<file path="src/wdv_pkg.sv">
// Package for the WOFF2 directory validator: constants, phase codes, status codes.
// No dependencies.
package wdv_pkg;

  localparam int unsigned CountBits = 25;
  localparam logic [CountBits-1:0] CountMax = {CountBits{1'b1}};

  localparam logic [31:0] SigWoff2 = 32'h774F4632;
  localparam logic [31:0] SigTtcf  = 32'h74746366;
  localparam logic [31:0] TagGlyf  = 32'h676C7966;
  localparam logic [31:0] TagLoca  = 32'h6C6F6361;
  localparam logic [31:0] CVer1    = 32'h00010000;
  localparam logic [31:0] CVer2    = 32'h00020000;

  localparam logic [3:0] PhHdr    = 4'd0;
  localparam logic [3:0] PhFlags  = 4'd1;
  localparam logic [3:0] PhTag    = 4'd2;
  localparam logic [3:0] PhOrig   = 4'd3;
  localparam logic [3:0] PhTlen   = 4'd4;
  localparam logic [3:0] PhCver   = 4'd5;
  localparam logic [3:0] PhNfonts = 4'd6;
  localparam logic [3:0] PhFcount = 4'd7;
  localparam logic [3:0] PhFflav  = 4'd8;
  localparam logic [3:0] PhFidx   = 4'd9;
  localparam logic [3:0] PhDone   = 4'd10;

  localparam logic [4:0] StOk        = 5'd0;
  localparam logic [4:0] StTooLarge  = 5'd1;
  localparam logic [4:0] StTooShort  = 5'd2;
  localparam logic [4:0] StSig       = 5'd3;
  localparam logic [4:0] StIncHdr    = 5'd4;
  localparam logic [4:0] StLenMis    = 5'd5;
  localparam logic [4:0] StNoTables  = 5'd6;
  localparam logic [4:0] StReserved  = 5'd7;
  localparam logic [4:0] StSizeZero  = 5'd8;
  localparam logic [4:0] StSizeLimit = 5'd9;
  localparam logic [4:0] StTblCount  = 5'd10;
  localparam logic [4:0] StBadDir    = 5'd11;
  localparam logic [4:0] StGlyfLim   = 5'd12;
  localparam logic [4:0] StInterLim  = 5'd13;
  localparam logic [4:0] StBadColl   = 5'd14;
  localparam logic [4:0] StFontCount = 5'd15;
  localparam logic [4:0] StRefs      = 5'd16;

  localparam logic [2:0] RegMaxInput = 3'd0;
  localparam logic [2:0] RegMaxFinal = 3'd1;
  localparam logic [2:0] RegMaxInter = 3'd2;
  localparam logic [2:0] RegMaxGlyf  = 3'd3;
  localparam logic [2:0] RegMaxTbl   = 3'd4;
  localparam logic [2:0] RegMaxFonts = 3'd5;
  localparam logic [2:0] RegMaxRefs  = 3'd6;

  typedef struct packed {
    logic [24:0] max_input;
    logic [31:0] max_final;
    logic [31:0] max_inter;
    logic [31:0] max_glyf;
    logic [15:0] max_tables;
    logic [15:0] max_fonts;
    logic [23:0] max_refs;
  } wdv_cfg_t;

  typedef struct packed {
    logic [4:0]  status;
    logic [15:0] table_count;
    logic        is_collection;
    logic [31:0] intermediate_total;
    logic [15:0] font_count;
  } wdv_result_t;

endpackage

</file>
<file path="src/wdv_regs.sv">
// APB register file holding the validator limits.
// Depends on wdv_pkg.
module wdv_regs
  import wdv_pkg::*;
(
  input  logic        clk_i,
  input  logic        rst_ni,
  input  logic        psel,
  input  logic        penable,
  input  logic        pwrite,
  input  logic [4:0]  paddr,
  input  logic [31:0] pwdata,
  output logic [31:0] prdata,
  output logic        pready,
  output wdv_cfg_t    cfg_o
);
  wdv_cfg_t cfg_q;
  logic [2:0] idx;
  logic wr;

  assign idx = paddr[4:2];
  assign pready = 1'b1;
  assign wr = psel & penable & pwrite;
  assign cfg_o = cfg_q;

  always_ff @(posedge clk_i or negedge rst_ni) begin
    if (!rst_ni) begin
      cfg_q.max_input  <= 25'd16777216;
      cfg_q.max_final  <= 32'd67108864;
      cfg_q.max_inter  <= 32'd16777216;
      cfg_q.max_glyf   <= 32'd4194304;
      cfg_q.max_tables <= 16'd4096;
      cfg_q.max_fonts  <= 16'd256;
      cfg_q.max_refs   <= 24'd16384;
    end else if (wr) begin
      case (idx)
        RegMaxInput: cfg_q.max_input  <= pwdata[24:0];
        RegMaxFinal: cfg_q.max_final  <= pwdata;
        RegMaxInter: cfg_q.max_inter  <= pwdata;
        RegMaxGlyf:  cfg_q.max_glyf   <= pwdata;
        RegMaxTbl:   cfg_q.max_tables <= pwdata[15:0];
        RegMaxFonts: cfg_q.max_fonts  <= pwdata[15:0];
        RegMaxRefs:  cfg_q.max_refs   <= pwdata[23:0];
        default: ;
      endcase
    end
  end

  always_comb begin
    case (idx)
      RegMaxInput: prdata = {7'd0, cfg_q.max_input};
      RegMaxFinal: prdata = cfg_q.max_final;
      RegMaxInter: prdata = cfg_q.max_inter;
      RegMaxGlyf:  prdata = cfg_q.max_glyf;
      RegMaxTbl:   prdata = {16'd0, cfg_q.max_tables};
      RegMaxFonts: prdata = {16'd0, cfg_q.max_fonts};
      RegMaxRefs:  prdata = {8'd0, cfg_q.max_refs};
      default:     prdata = 32'd0;
    endcase
  end
endmodule

</file>
<file path="src/woff2_directory_validator_core.sv">
// WOFF2 header and table directory validator, top level.
// Depends on wdv_pkg and wdv_regs.
//
//  channel  dir  fields
//  s_axis   in   tdata[7:0] byte_value, tlast last_byte
//  m_axis   out  tdata: status[4:0] table_count[20:5] is_collection[21]
//                intermediate_total[53:22] font_count[69:54], pad to 72
//  apb      in   seven limit registers at 4*i
//
// One byte per cycle; the parse state updates in the same cycle the byte is taken.
// The verdict is registered in an output stage; s_axis_tready stays high unless
// a verdict waits while a new last byte arrives.
// Reset clears the parse state and sets the limits to their defaults.
module woff2_directory_validator_core
  import wdv_pkg::*;
(
  input  logic        clk_i,
  input  logic        rst_ni,
  input  logic        s_axis_tvalid,
  output logic        s_axis_tready,
  input  logic [7:0]  s_axis_tdata,   // byte_value
  input  logic        s_axis_tlast,   // last_byte
  output logic        m_axis_tvalid,
  input  logic        m_axis_tready,
  output logic [71:0] m_axis_tdata,   // status, table_count, is_collection,
                                      // intermediate_total, font_count, zeros
  input  logic        psel,
  input  logic        penable,
  input  logic        pwrite,
  input  logic [4:0]  paddr,
  input  logic [31:0] pwdata,
  output logic [31:0] prdata,
  output logic        pready
);
  wdv_cfg_t cfg;

  wdv_regs u_regs (
    .clk_i, .rst_ni, .psel, .penable, .pwrite, .paddr, .pwdata, .prdata, .pready,
    .cfg_o(cfg)
  );

  logic [3:0]  ph_q, ph_d;
  logic [24:0] cnt_q, cnt_d;
  logic [31:0] ws_q, ws_d, flav_q, flav_d, dlen_q, dlen_d, fsz_q, fsz_d;
  logic [15:0] tt_q, tt_d, rsv_q, rsv_d, left_q, left_d;
  logic [7:0]  flg_q, flg_d, pfx_q, pfx_d;
  logic [31:0] tag_q, tag_d, acc_q, acc_d;
  logic [2:0]  fb_q, fb_d;
  logic [32:0] isum_q, isum_d;
  logic [15:0] ftot_q, ftot_d, fleft_q, fleft_d;
  logic [24:0] refs_q, refs_d;
  logic [4:0]  err_q, err_d;

  logic        ovld_q;
  wdv_result_t res_q, res_d;

  logic acc_in;
  assign s_axis_tready = !ovld_q || m_axis_tready || !s_axis_tlast;
  assign acc_in = s_axis_tvalid && s_axis_tready;
  assign m_axis_tvalid = ovld_q;
  assign m_axis_tdata = {2'd0, res_q.font_count, res_q.intermediate_total,
                         res_q.is_collection, res_q.table_count, res_q.status};

  logic [7:0]  b;
  logic [24:0] pos;
  logic [31:0] b128_acc, u32_acc, u255_val, tlen;
  logic [2:0]  fb_inc;
  logic        b128_err, b128_done, u32_done, u255_done, tr, is_gl;
  logic [32:0] isum_new;
  logic [25:0] refs_new;
  logic [5:0]  k;

  assign b = s_axis_tdata;
  assign pos = cnt_q;
  assign fb_inc = fb_q + 3'd1;
  assign b128_err = (fb_q == 3'd0 && b == 8'h80) || (acc_q[31:25] != 7'd0)
                    || (b[7] && fb_inc >= 3'd5);
  assign b128_acc = {acc_q[24:0], b[6:0]};
  assign b128_done = !b[7];
  assign u32_acc = {acc_q[23:0], b};
  assign u32_done = fb_inc >= 3'd4;
  assign is_gl = tag_q == TagGlyf || tag_q == TagLoca;
  assign tr = is_gl ? (flg_q[7:6] == 2'd0) : (flg_q[7:6] != 2'd0);
  assign tlen = b128_acc;
  assign isum_new = isum_q + {1'b0, tlen};
  assign k = b[5:0];

  always_comb begin
    u255_done = 1'b1;
    u255_val = 32'd0;
    if (fb_q == 3'd0) begin
      if (b >= 8'd253) u255_done = 1'b0;
      else u255_val = {24'd0, b};
    end else if (pfx_q == 8'd253) begin
      u255_val = {16'd0, acc_q[7:0], b};
      u255_done = fb_inc >= 3'd3;
    end else begin
      u255_val = {24'd0, b} + ((pfx_q == 8'd255) ? 32'd253 : 32'd506);
    end
  end

  assign refs_new = {1'b0, refs_q} + {10'd0, left_q};

  always_comb begin
    ph_d = ph_q; ws_d = ws_q; flav_d = flav_q; dlen_d = dlen_q; fsz_d = fsz_q;
    tt_d = tt_q; rsv_d = rsv_q; left_d = left_q; flg_d = flg_q; pfx_d = pfx_q;
    tag_d = tag_q; acc_d = acc_q; fb_d = fb_q; isum_d = isum_q;
    ftot_d = ftot_q; fleft_d = fleft_q; refs_d = refs_q; err_d = err_q;
    cnt_d = (cnt_q != CountMax) ? cnt_q + 25'd1 : cnt_q;
    if (err_q == 5'd0 || ph_q == PhHdr) begin
      case (ph_q)
        PhHdr: begin
          ws_d = {ws_q[23:0], b};
          if (pos == 25'd3 && ws_d != SigWoff2) begin
            if (err_q == 5'd0) err_d = StSig;
            ph_d = PhDone;
          end
          if (pos == 25'd7) flav_d = ws_d;
          if (pos == 25'd11) dlen_d = ws_d;
          if (pos == 25'd13) tt_d = ws_d[15:0];
          if (pos == 25'd15) rsv_d = ws_d[15:0];
          if (pos == 25'd19) fsz_d = ws_d;
          if (pos == 25'd47 && ph_d == PhHdr) begin
            left_d = tt_q; acc_d = '0; fb_d = '0;
            ph_d = (tt_q != 16'd0) ? PhFlags : PhDone;
          end
        end
        PhFlags: begin
          flg_d = b; acc_d = '0; fb_d = '0;
          if (k == 6'h3F) begin
            tag_d = '0; ph_d = PhTag;
          end else begin
            tag_d = (k == 6'd10) ? TagGlyf : ((k == 6'd11) ? TagLoca : 32'd0);
            ph_d = PhOrig;
          end
        end
        PhTag: begin
          acc_d = u32_acc; fb_d = fb_inc;
          if (u32_done) begin
            tag_d = u32_acc; acc_d = '0; fb_d = '0; ph_d = PhOrig;
          end
        end
        PhOrig, PhTlen: begin
          if (b128_err) begin
            err_d = StBadDir; ph_d = PhDone;
          end else begin
            acc_d = b128_acc;
            if (b[7]) fb_d = fb_inc;
            if (b128_done) begin
              if (ph_q == PhOrig && tr) begin
                acc_d = '0; fb_d = '0; ph_d = PhTlen;
              end else begin
                if (tag_q == TagLoca && ph_q == PhTlen && tlen != 32'd0) begin
                  err_d = StBadDir; ph_d = PhDone;
                end else if (tag_q == TagGlyf && ph_q == PhTlen && tlen > cfg.max_glyf) begin
                  err_d = StGlyfLim; ph_d = PhDone;
                end else if (isum_new > {1'b0, cfg.max_inter}) begin
                  err_d = StInterLim; ph_d = PhDone;
                end else begin
                  isum_d = isum_new; acc_d = '0; fb_d = '0;
                  left_d = left_q - 16'd1;
                  if (left_d != 16'd0) ph_d = PhFlags;
                  else ph_d = (flav_q == SigTtcf) ? PhCver : PhDone;
                end
              end
            end
          end
        end
        PhCver: begin
          acc_d = u32_acc; fb_d = fb_inc;
          if (u32_done) begin
            if (u32_acc != CVer1 && u32_acc != CVer2) begin
              err_d = StBadColl; ph_d = PhDone;
            end else begin
              acc_d = '0; fb_d = '0; ph_d = PhNfonts;
            end
          end
        end
        PhNfonts, PhFcount, PhFidx: begin
          if (fb_q == 3'd0 && !u255_done) begin
            pfx_d = b; fb_d = 3'd1; acc_d = '0;
          end else if (!u255_done) begin
            acc_d = u255_val; fb_d = fb_inc;
          end else begin
            acc_d = '0; fb_d = '0;
            if (ph_q == PhNfonts) begin
              if (u255_val == 32'd0) begin
                err_d = StBadColl; ph_d = PhDone;
              end else if (u255_val > {16'd0, cfg.max_fonts}) begin
                err_d = StFontCount; ph_d = PhDone;
              end else begin
                ftot_d = u255_val[15:0]; fleft_d = u255_val[15:0]; ph_d = PhFcount;
              end
            end else if (ph_q == PhFcount) begin
              left_d = u255_val[15:0];
              if (u255_val[15:0] == 16'd0) begin
                err_d = StBadColl; ph_d = PhDone;
              end else ph_d = PhFflav;
            end else begin
              if (u255_val >= {16'd0, tt_q}) begin
                err_d = StBadColl; ph_d = PhDone;
              end else begin
                left_d = left_q - 16'd1;
                if (left_d == 16'd0) begin
                  fleft_d = fleft_q - 16'd1;
                  ph_d = (fleft_d != 16'd0) ? PhFcount : PhDone;
                end
              end
            end
          end
        end
        PhFflav: begin
          acc_d = u32_acc; fb_d = fb_inc;
          if (u32_done) begin
            acc_d = '0; fb_d = '0;
            if (refs_new > {2'd0, cfg.max_refs}) begin
              err_d = StRefs; ph_d = PhDone;
            end else begin
              refs_d = refs_new[24:0]; ph_d = PhFidx;
            end
          end
        end
        default: ;
      endcase
    end
  end

  // verdict uses state after this byte
  always_comb begin
    if (cnt_d == CountMax || cnt_d > cfg.max_input) res_d.status = StTooLarge;
    else if (cnt_d < 25'd4) res_d.status = StTooShort;
    else if (err_d == StSig) res_d.status = StSig;
    else if (cnt_d < 25'd48) res_d.status = StIncHdr;
    else if (dlen_d != {7'd0, cnt_d}) res_d.status = StLenMis;
    else if (tt_d == 16'd0) res_d.status = StNoTables;
    else if (rsv_d != 16'd0) res_d.status = StReserved;
    else if (fsz_d == 32'd0) res_d.status = StSizeZero;
    else if (fsz_d > cfg.max_final) res_d.status = StSizeLimit;
    else if (tt_d > cfg.max_tables) res_d.status = StTblCount;
    else if (err_d != 5'd0) res_d.status = err_d;
    else if (ph_d != PhDone) res_d.status = (ph_d <= PhTlen) ? StBadDir : StBadColl;
    else res_d.status = StOk;
    res_d.table_count = tt_d;
    res_d.is_collection = flav_d == SigTtcf;
    res_d.intermediate_total = isum_d[31:0];
    res_d.font_count = (flav_d == SigTtcf) ? ftot_d : 16'd0;
  end

  always_ff @(posedge clk_i) begin
    if (acc_in && s_axis_tlast) res_q <= res_d;
  end

  always_ff @(posedge clk_i or negedge rst_ni) begin
    if (!rst_ni) begin
      ovld_q <= 1'b0;
    end else if (acc_in && s_axis_tlast) begin
      ovld_q <= 1'b1;
    end else if (m_axis_tready) begin
      ovld_q <= 1'b0;
    end
  end

  always_ff @(posedge clk_i or negedge rst_ni) begin
    if (!rst_ni) begin
      ph_q <= PhHdr; cnt_q <= '0; ws_q <= '0; flav_q <= '0; dlen_q <= '0;
      fsz_q <= '0; tt_q <= '0; rsv_q <= '0; left_q <= '0; flg_q <= '0;
      pfx_q <= '0; tag_q <= '0; acc_q <= '0; fb_q <= '0; isum_q <= '0;
      ftot_q <= '0; fleft_q <= '0; refs_q <= '0; err_q <= '0;
    end else if (acc_in) begin
      if (s_axis_tlast) begin
        ph_q <= PhHdr; cnt_q <= '0; ws_q <= '0; flav_q <= '0; dlen_q <= '0;
        fsz_q <= '0; tt_q <= '0; rsv_q <= '0; left_q <= '0; flg_q <= '0;
        pfx_q <= '0; tag_q <= '0; acc_q <= '0; fb_q <= '0; isum_q <= '0;
        ftot_q <= '0; fleft_q <= '0; refs_q <= '0; err_q <= '0;
      end else begin
        ph_q <= ph_d; cnt_q <= cnt_d; ws_q <= ws_d; flav_q <= flav_d;
        dlen_q <= dlen_d; fsz_q <= fsz_d; tt_q <= tt_d; rsv_q <= rsv_d;
        left_q <= left_d; flg_q <= flg_d; pfx_q <= pfx_d; tag_q <= tag_d;
        acc_q <= acc_d; fb_q <= fb_d; isum_q <= isum_d; ftot_q <= ftot_d;
        fleft_q <= fleft_d; refs_q <= refs_d; err_q <= err_d;
      end
    end
  end

  a_out_hold: assert property (@(posedge clk_i) disable iff (!rst_ni)
    ovld_q && !m_axis_tready |=> ovld_q) else $error("verdict dropped");
  a_no_overrun: assert property (@(posedge clk_i) disable iff (!rst_ni)
    ovld_q && !m_axis_tready && s_axis_tlast |-> !s_axis_tready)
    else $error("verdict overrun");
  a_status_range: assert property (@(posedge clk_i) disable iff (!rst_ni)
    ovld_q |-> res_q.status <= StRefs) else $error("bad status");
  a_clear: assert property (@(posedge clk_i) disable iff (!rst_ni)
    acc_in && s_axis_tlast |=> cnt_q == '0 && ph_q == PhHdr)
    else $error("state not cleared");
endmodule

</file>
<file path="config.mk">
export PLATFORM = sky130hd
export DESIGN_NAME = woff2_directory_validator_core
export DESIGN_NICKNAME = d
export VERILOG_FILES = /design/src/wdv_pkg.sv /design/src/wdv_regs.sv /design/src/woff2_directory_validator_core.sv
export SDC_FILE = /design/constraint.sdc
export NUM_CORES = 2
export LEC_CHECK = 0
export ABC_AREA = 1
export BUFFER_PORTS_ARGS = -buffer_cell sky130_fd_sc_hd__buf_2
export CORE_MARGIN = 1.5
export CORE_UTILIZATION = 40
export CTS_BUF_LIST = sky130_fd_sc_hd__clkbuf_16
export DETAILED_ROUTE_END_ITERATION = 12
export GPL_ROUTABILITY_DRIVEN = 0
export HOLD_SLACK_MARGIN = 0.08
export SKIP_CTS_REPAIR_TIMING = 1
export SLEW_MARGIN = 5
export SYNTH_ARGS = -nofsm -noshare
export SYNTH_HDL_FRONTEND = slang
export SYNTH_SLANG_ARGS = --single-unit
</file>
<file path="constraint.sdc">
create_clock -name clk_i -period 15.1 [get_ports clk_i]
set_clock_uncertainty 0.05 [all_clocks]
set_input_delay 1.51 -clock clk_i [delete_from_list [all_inputs] [get_ports clk_i]]
set_output_delay 1.51 -clock clk_i [all_outputs]
set_load 0.01 [all_outputs]
</file>
==> reports/results.ini <==
[yosys]
synth-edff-count=70
yosysWarningCount=0
synth_seq_cells=617
syn_inst=4939
synthSimpleGateAreaFrac_pct=19.17
synth_ff_type=dfrtp_1
synthAdderAreaFrac_pct=8.408
synth_mux_area_share_pct=0.02609
yosys.area_share.xor_xnor_pct=2.508
syn_area_per_cell_um2=7.768
syn_area_mm2=0.03837
synthDistinctLibCells=74
yosysSeqAreaShare_pct=41.18
async_flop_share_pct=88.65
synth_top_family_by_area=simple AND/OR/NAND/NOR gates
synth_compound_area_share_pct=18.62

[pwr]
ir_worst_vdd_mv=0.1003
p_per_area_mw_per_mm2=146.6
power_mw=6.264
power_leakage_nw=21.60

[drt]
ant_nets=0
wl_um=140500
drc=0
vias=35980
drt_iter0_drc=4062
route.detailed.wl_per_inst_um=22.09
via_per_inst=5.657
first_pass_iters=8

[floorplan]
die_h_um=312.7
start_util_pct=40.38
rows=113
fp.coreArea_mm2=0.09501
io_pins=160
dieArea_mm2=0.09778
die_w_um=312.7

[worst_hold_path]
hold_path_class=reg2reg
hold_path_startpoint=ftot_q[15]
min_to=ftot_q[15]
hold_path_depth=2

[clocking]
cts_buffer_depth=3
cts_inserted_buffers=74
cts_tree=done
clock-sinks=617
htreeDepth=3
root_buffer=clkbuf_16
insertion_delay_ps=660
path_clk_slew_ps=60

[setup_path]
cp-end-kind=flop
worst-path-buf-inv=3
rrSetupSlack_ps=8250
critPathSlowestCell=buf_4
reg2reg_depth=36
worst_path_largest_cell_delay_ps=360
crit_type=in2reg
cp_max_fo=14
r2r-end=m_axis_tdata[2]
critPathRequiredTime_ps=15450
cp_top_family=compound AO/OA/AOI/OAI gates
cpMostUsedCell=nand2_1
timing.rr.start=isum_q[2]
cp.depth=38
critPathArrivalTime_ps=8070
critPathLaunchType=input port

[layout]
drive_gt1_share_pct=7.228
nNetsFinal=5342
fin_cells=6360
fillers=9579
area_growth_pct=11.37

[run_status]
outcome=complete, no violations

[placed_design]
dpl.cell_count=6222
pre_cts_slack_ps=6875
dpl.hpwl_um=104100
io_buffer_count=154

[sta]
min_period_ps=7718
worst_pin_slew_ps=1181
fmax_mhz=129.6
setup_viol=0
finalSetupTns_ps=0
min_period_over_period_pct=51.11
drv_slew=0
rsz0062_at_grt=false
layout_setup_ws_ps=7382
max_slew_margin_pct=20.77
hold_viol=0

[global_route]
grt_usage_pct=28.27
grt_max_degree=100
first_global_vias=33270
grt-ovfl-total=0
grt_first_pass_wirelength_um=210300
antenna_found_initial=6

[flow_run]
cap_violations=0

==> layout by cell type (no fill, tap or decap), drive strengths merged, types with 8 or more instances in the layout <==
cell,count
o21bai,8
nand3,151
nand2,971
o21ai,523
a31oi,20
a21oi,197
xnor2,26
nor4,55
or2,8
a32oi,24
edfxtp,70
a22o,22
o22ai,296
o221ai,24
inv,846
dfrtp,540
o2111ai,14
o211ai,29
nor2,322
clkinv,31
buf,207
clkbuf,77
nand3b,11
a211oi,17
ha,253
nor3,89
xor2,83
nand4,99
==> how the worst max path moves through the flow <==
stage	startpoint	to	slack, ps
3_5_place_dp	s_axis_tdata[1]	m_axis_tdata[2]	6870
4_1_cts	s_axis_tdata[1]	m_axis_tdata[2]	7540
2_1_floorplan	s_axis_tdata[2]	m_axis_tdata[0]	8910
5_1_grt	s_axis_tdata[2]	m_axis_tdata[0]	6680
3_3_place_gp	s_axis_tdata[1]	m_axis_tdata[2]	6900
6_report	s_axis_tdata[2]	m_axis_tdata[2]	7380
==> layout make-up <==
type	count	area [um2]	area share [%]
Inverter	826	3109	7.277
Antenna cell	4	10.01	0.02343
Clock inverter	57	352.8	0.8258
Clock buffer	77	1927	4.510
Sequential cell	617	15800	36.98
Tap cell	1265	1583	3.704
Timing Repair Buffer	207	1179	2.759
Multi-Input combinational cell	3307	18770	43.92
==> report_power, final <==
part / total, mW / internal (mW) / leakage (nW) / switching [mW]
combinational: 2.36 / 0.708 / 12.5 / 1.65
clock: 1.73 / 0.985 / 1.22 / 0.747
sequential: 2.17 / 1.92 / 7.93 / 0.255
==> worst min-delay path, delay by kind of cell (launching register included) <==
kind	cells	cell delay (ps)
compound gates	1	60
flops	1	330
simple gates	1	50
==> state kept, by name, summed over array words and instances, names as in the netlist, 3 cells and up <==
register	flops
acc_q	32
dlen_q	32
fb_q	3
ftot_q	16
m_axis_tdata	70
fsz_q	32
err_q	5
left_q	16
u_regs.cfg_o	177
ws_q	24
fleft_q	16
tag_q	32
refs_q	25
flav_q	32
ph_q	4
isum_q	33
pfx_q	8
rsv_q	16
cnt_q	25
tt_q	16
==> cell usage after synthesis (all sizes together), types with 4 or more instances <==
master     n  area, um2
edfxtp    70       2102
dfrtp    540      13510
buf       22      133.9
o21bai     8      60.06
o22ai    296       1852
inv      818       3070
a211oi    17      127.6
ha       253       3166
dfstp      7      183.9
nor3      89      481.7
a21o       7      52.55
or2        8      50.05
clkinv     8      30.03
o31ai      5      37.54
xor2      83      734.5
nor2     322       1252
a21oi    197      989.7
a31oi     20      125.1
o2111ai   14      122.6
o21ai    523       2621
clkbuf   168      630.6
a22o      22      192.7
nand2    971       3657
o211ai    29      217.7
nand4     99      619.3
and3       4      25.02
nor4      55      369.1
a221oi     6      52.55
o221ai    24      210.2
nand3b    11      82.58
xnor2     26      227.7
a22oi      6      45.04
a21boi     7      52.55
a32oi     24      210.2
nand3    151      775.8
==> per-layer routing <==
layer  wire length [um]  track usage (%)
met1              61730            40.28
met2              60650            42.51
met3              12020            4.605
met4               6044            11.85
met5                 21                0
==> cells by family after synthesis <==
logic type               count (synthesis)
AND/OR/NAND/NOR                       1715
other                                    2
flip-flops                             617
AO/OA/AOI/OAI                         1223
buffers and inverters                 1016
XOR/XNOR                               109
adder cells (fa/ha/maj)                256
multiplexers                             1
==> per-stage QoR <==
stage	area [um2]	hold slack [ps]	util [%]
after global routing	42720	453.6	44.96
after CTS	42720	434.8	44.96
after global placement	40440	412.8	42.56
final	42730	430.3	44.97
after detailed placement	40440	421.2	42.56
after floorplan	38370	397.9	-
No activity file was read; power rests on OpenSTA's default activity.
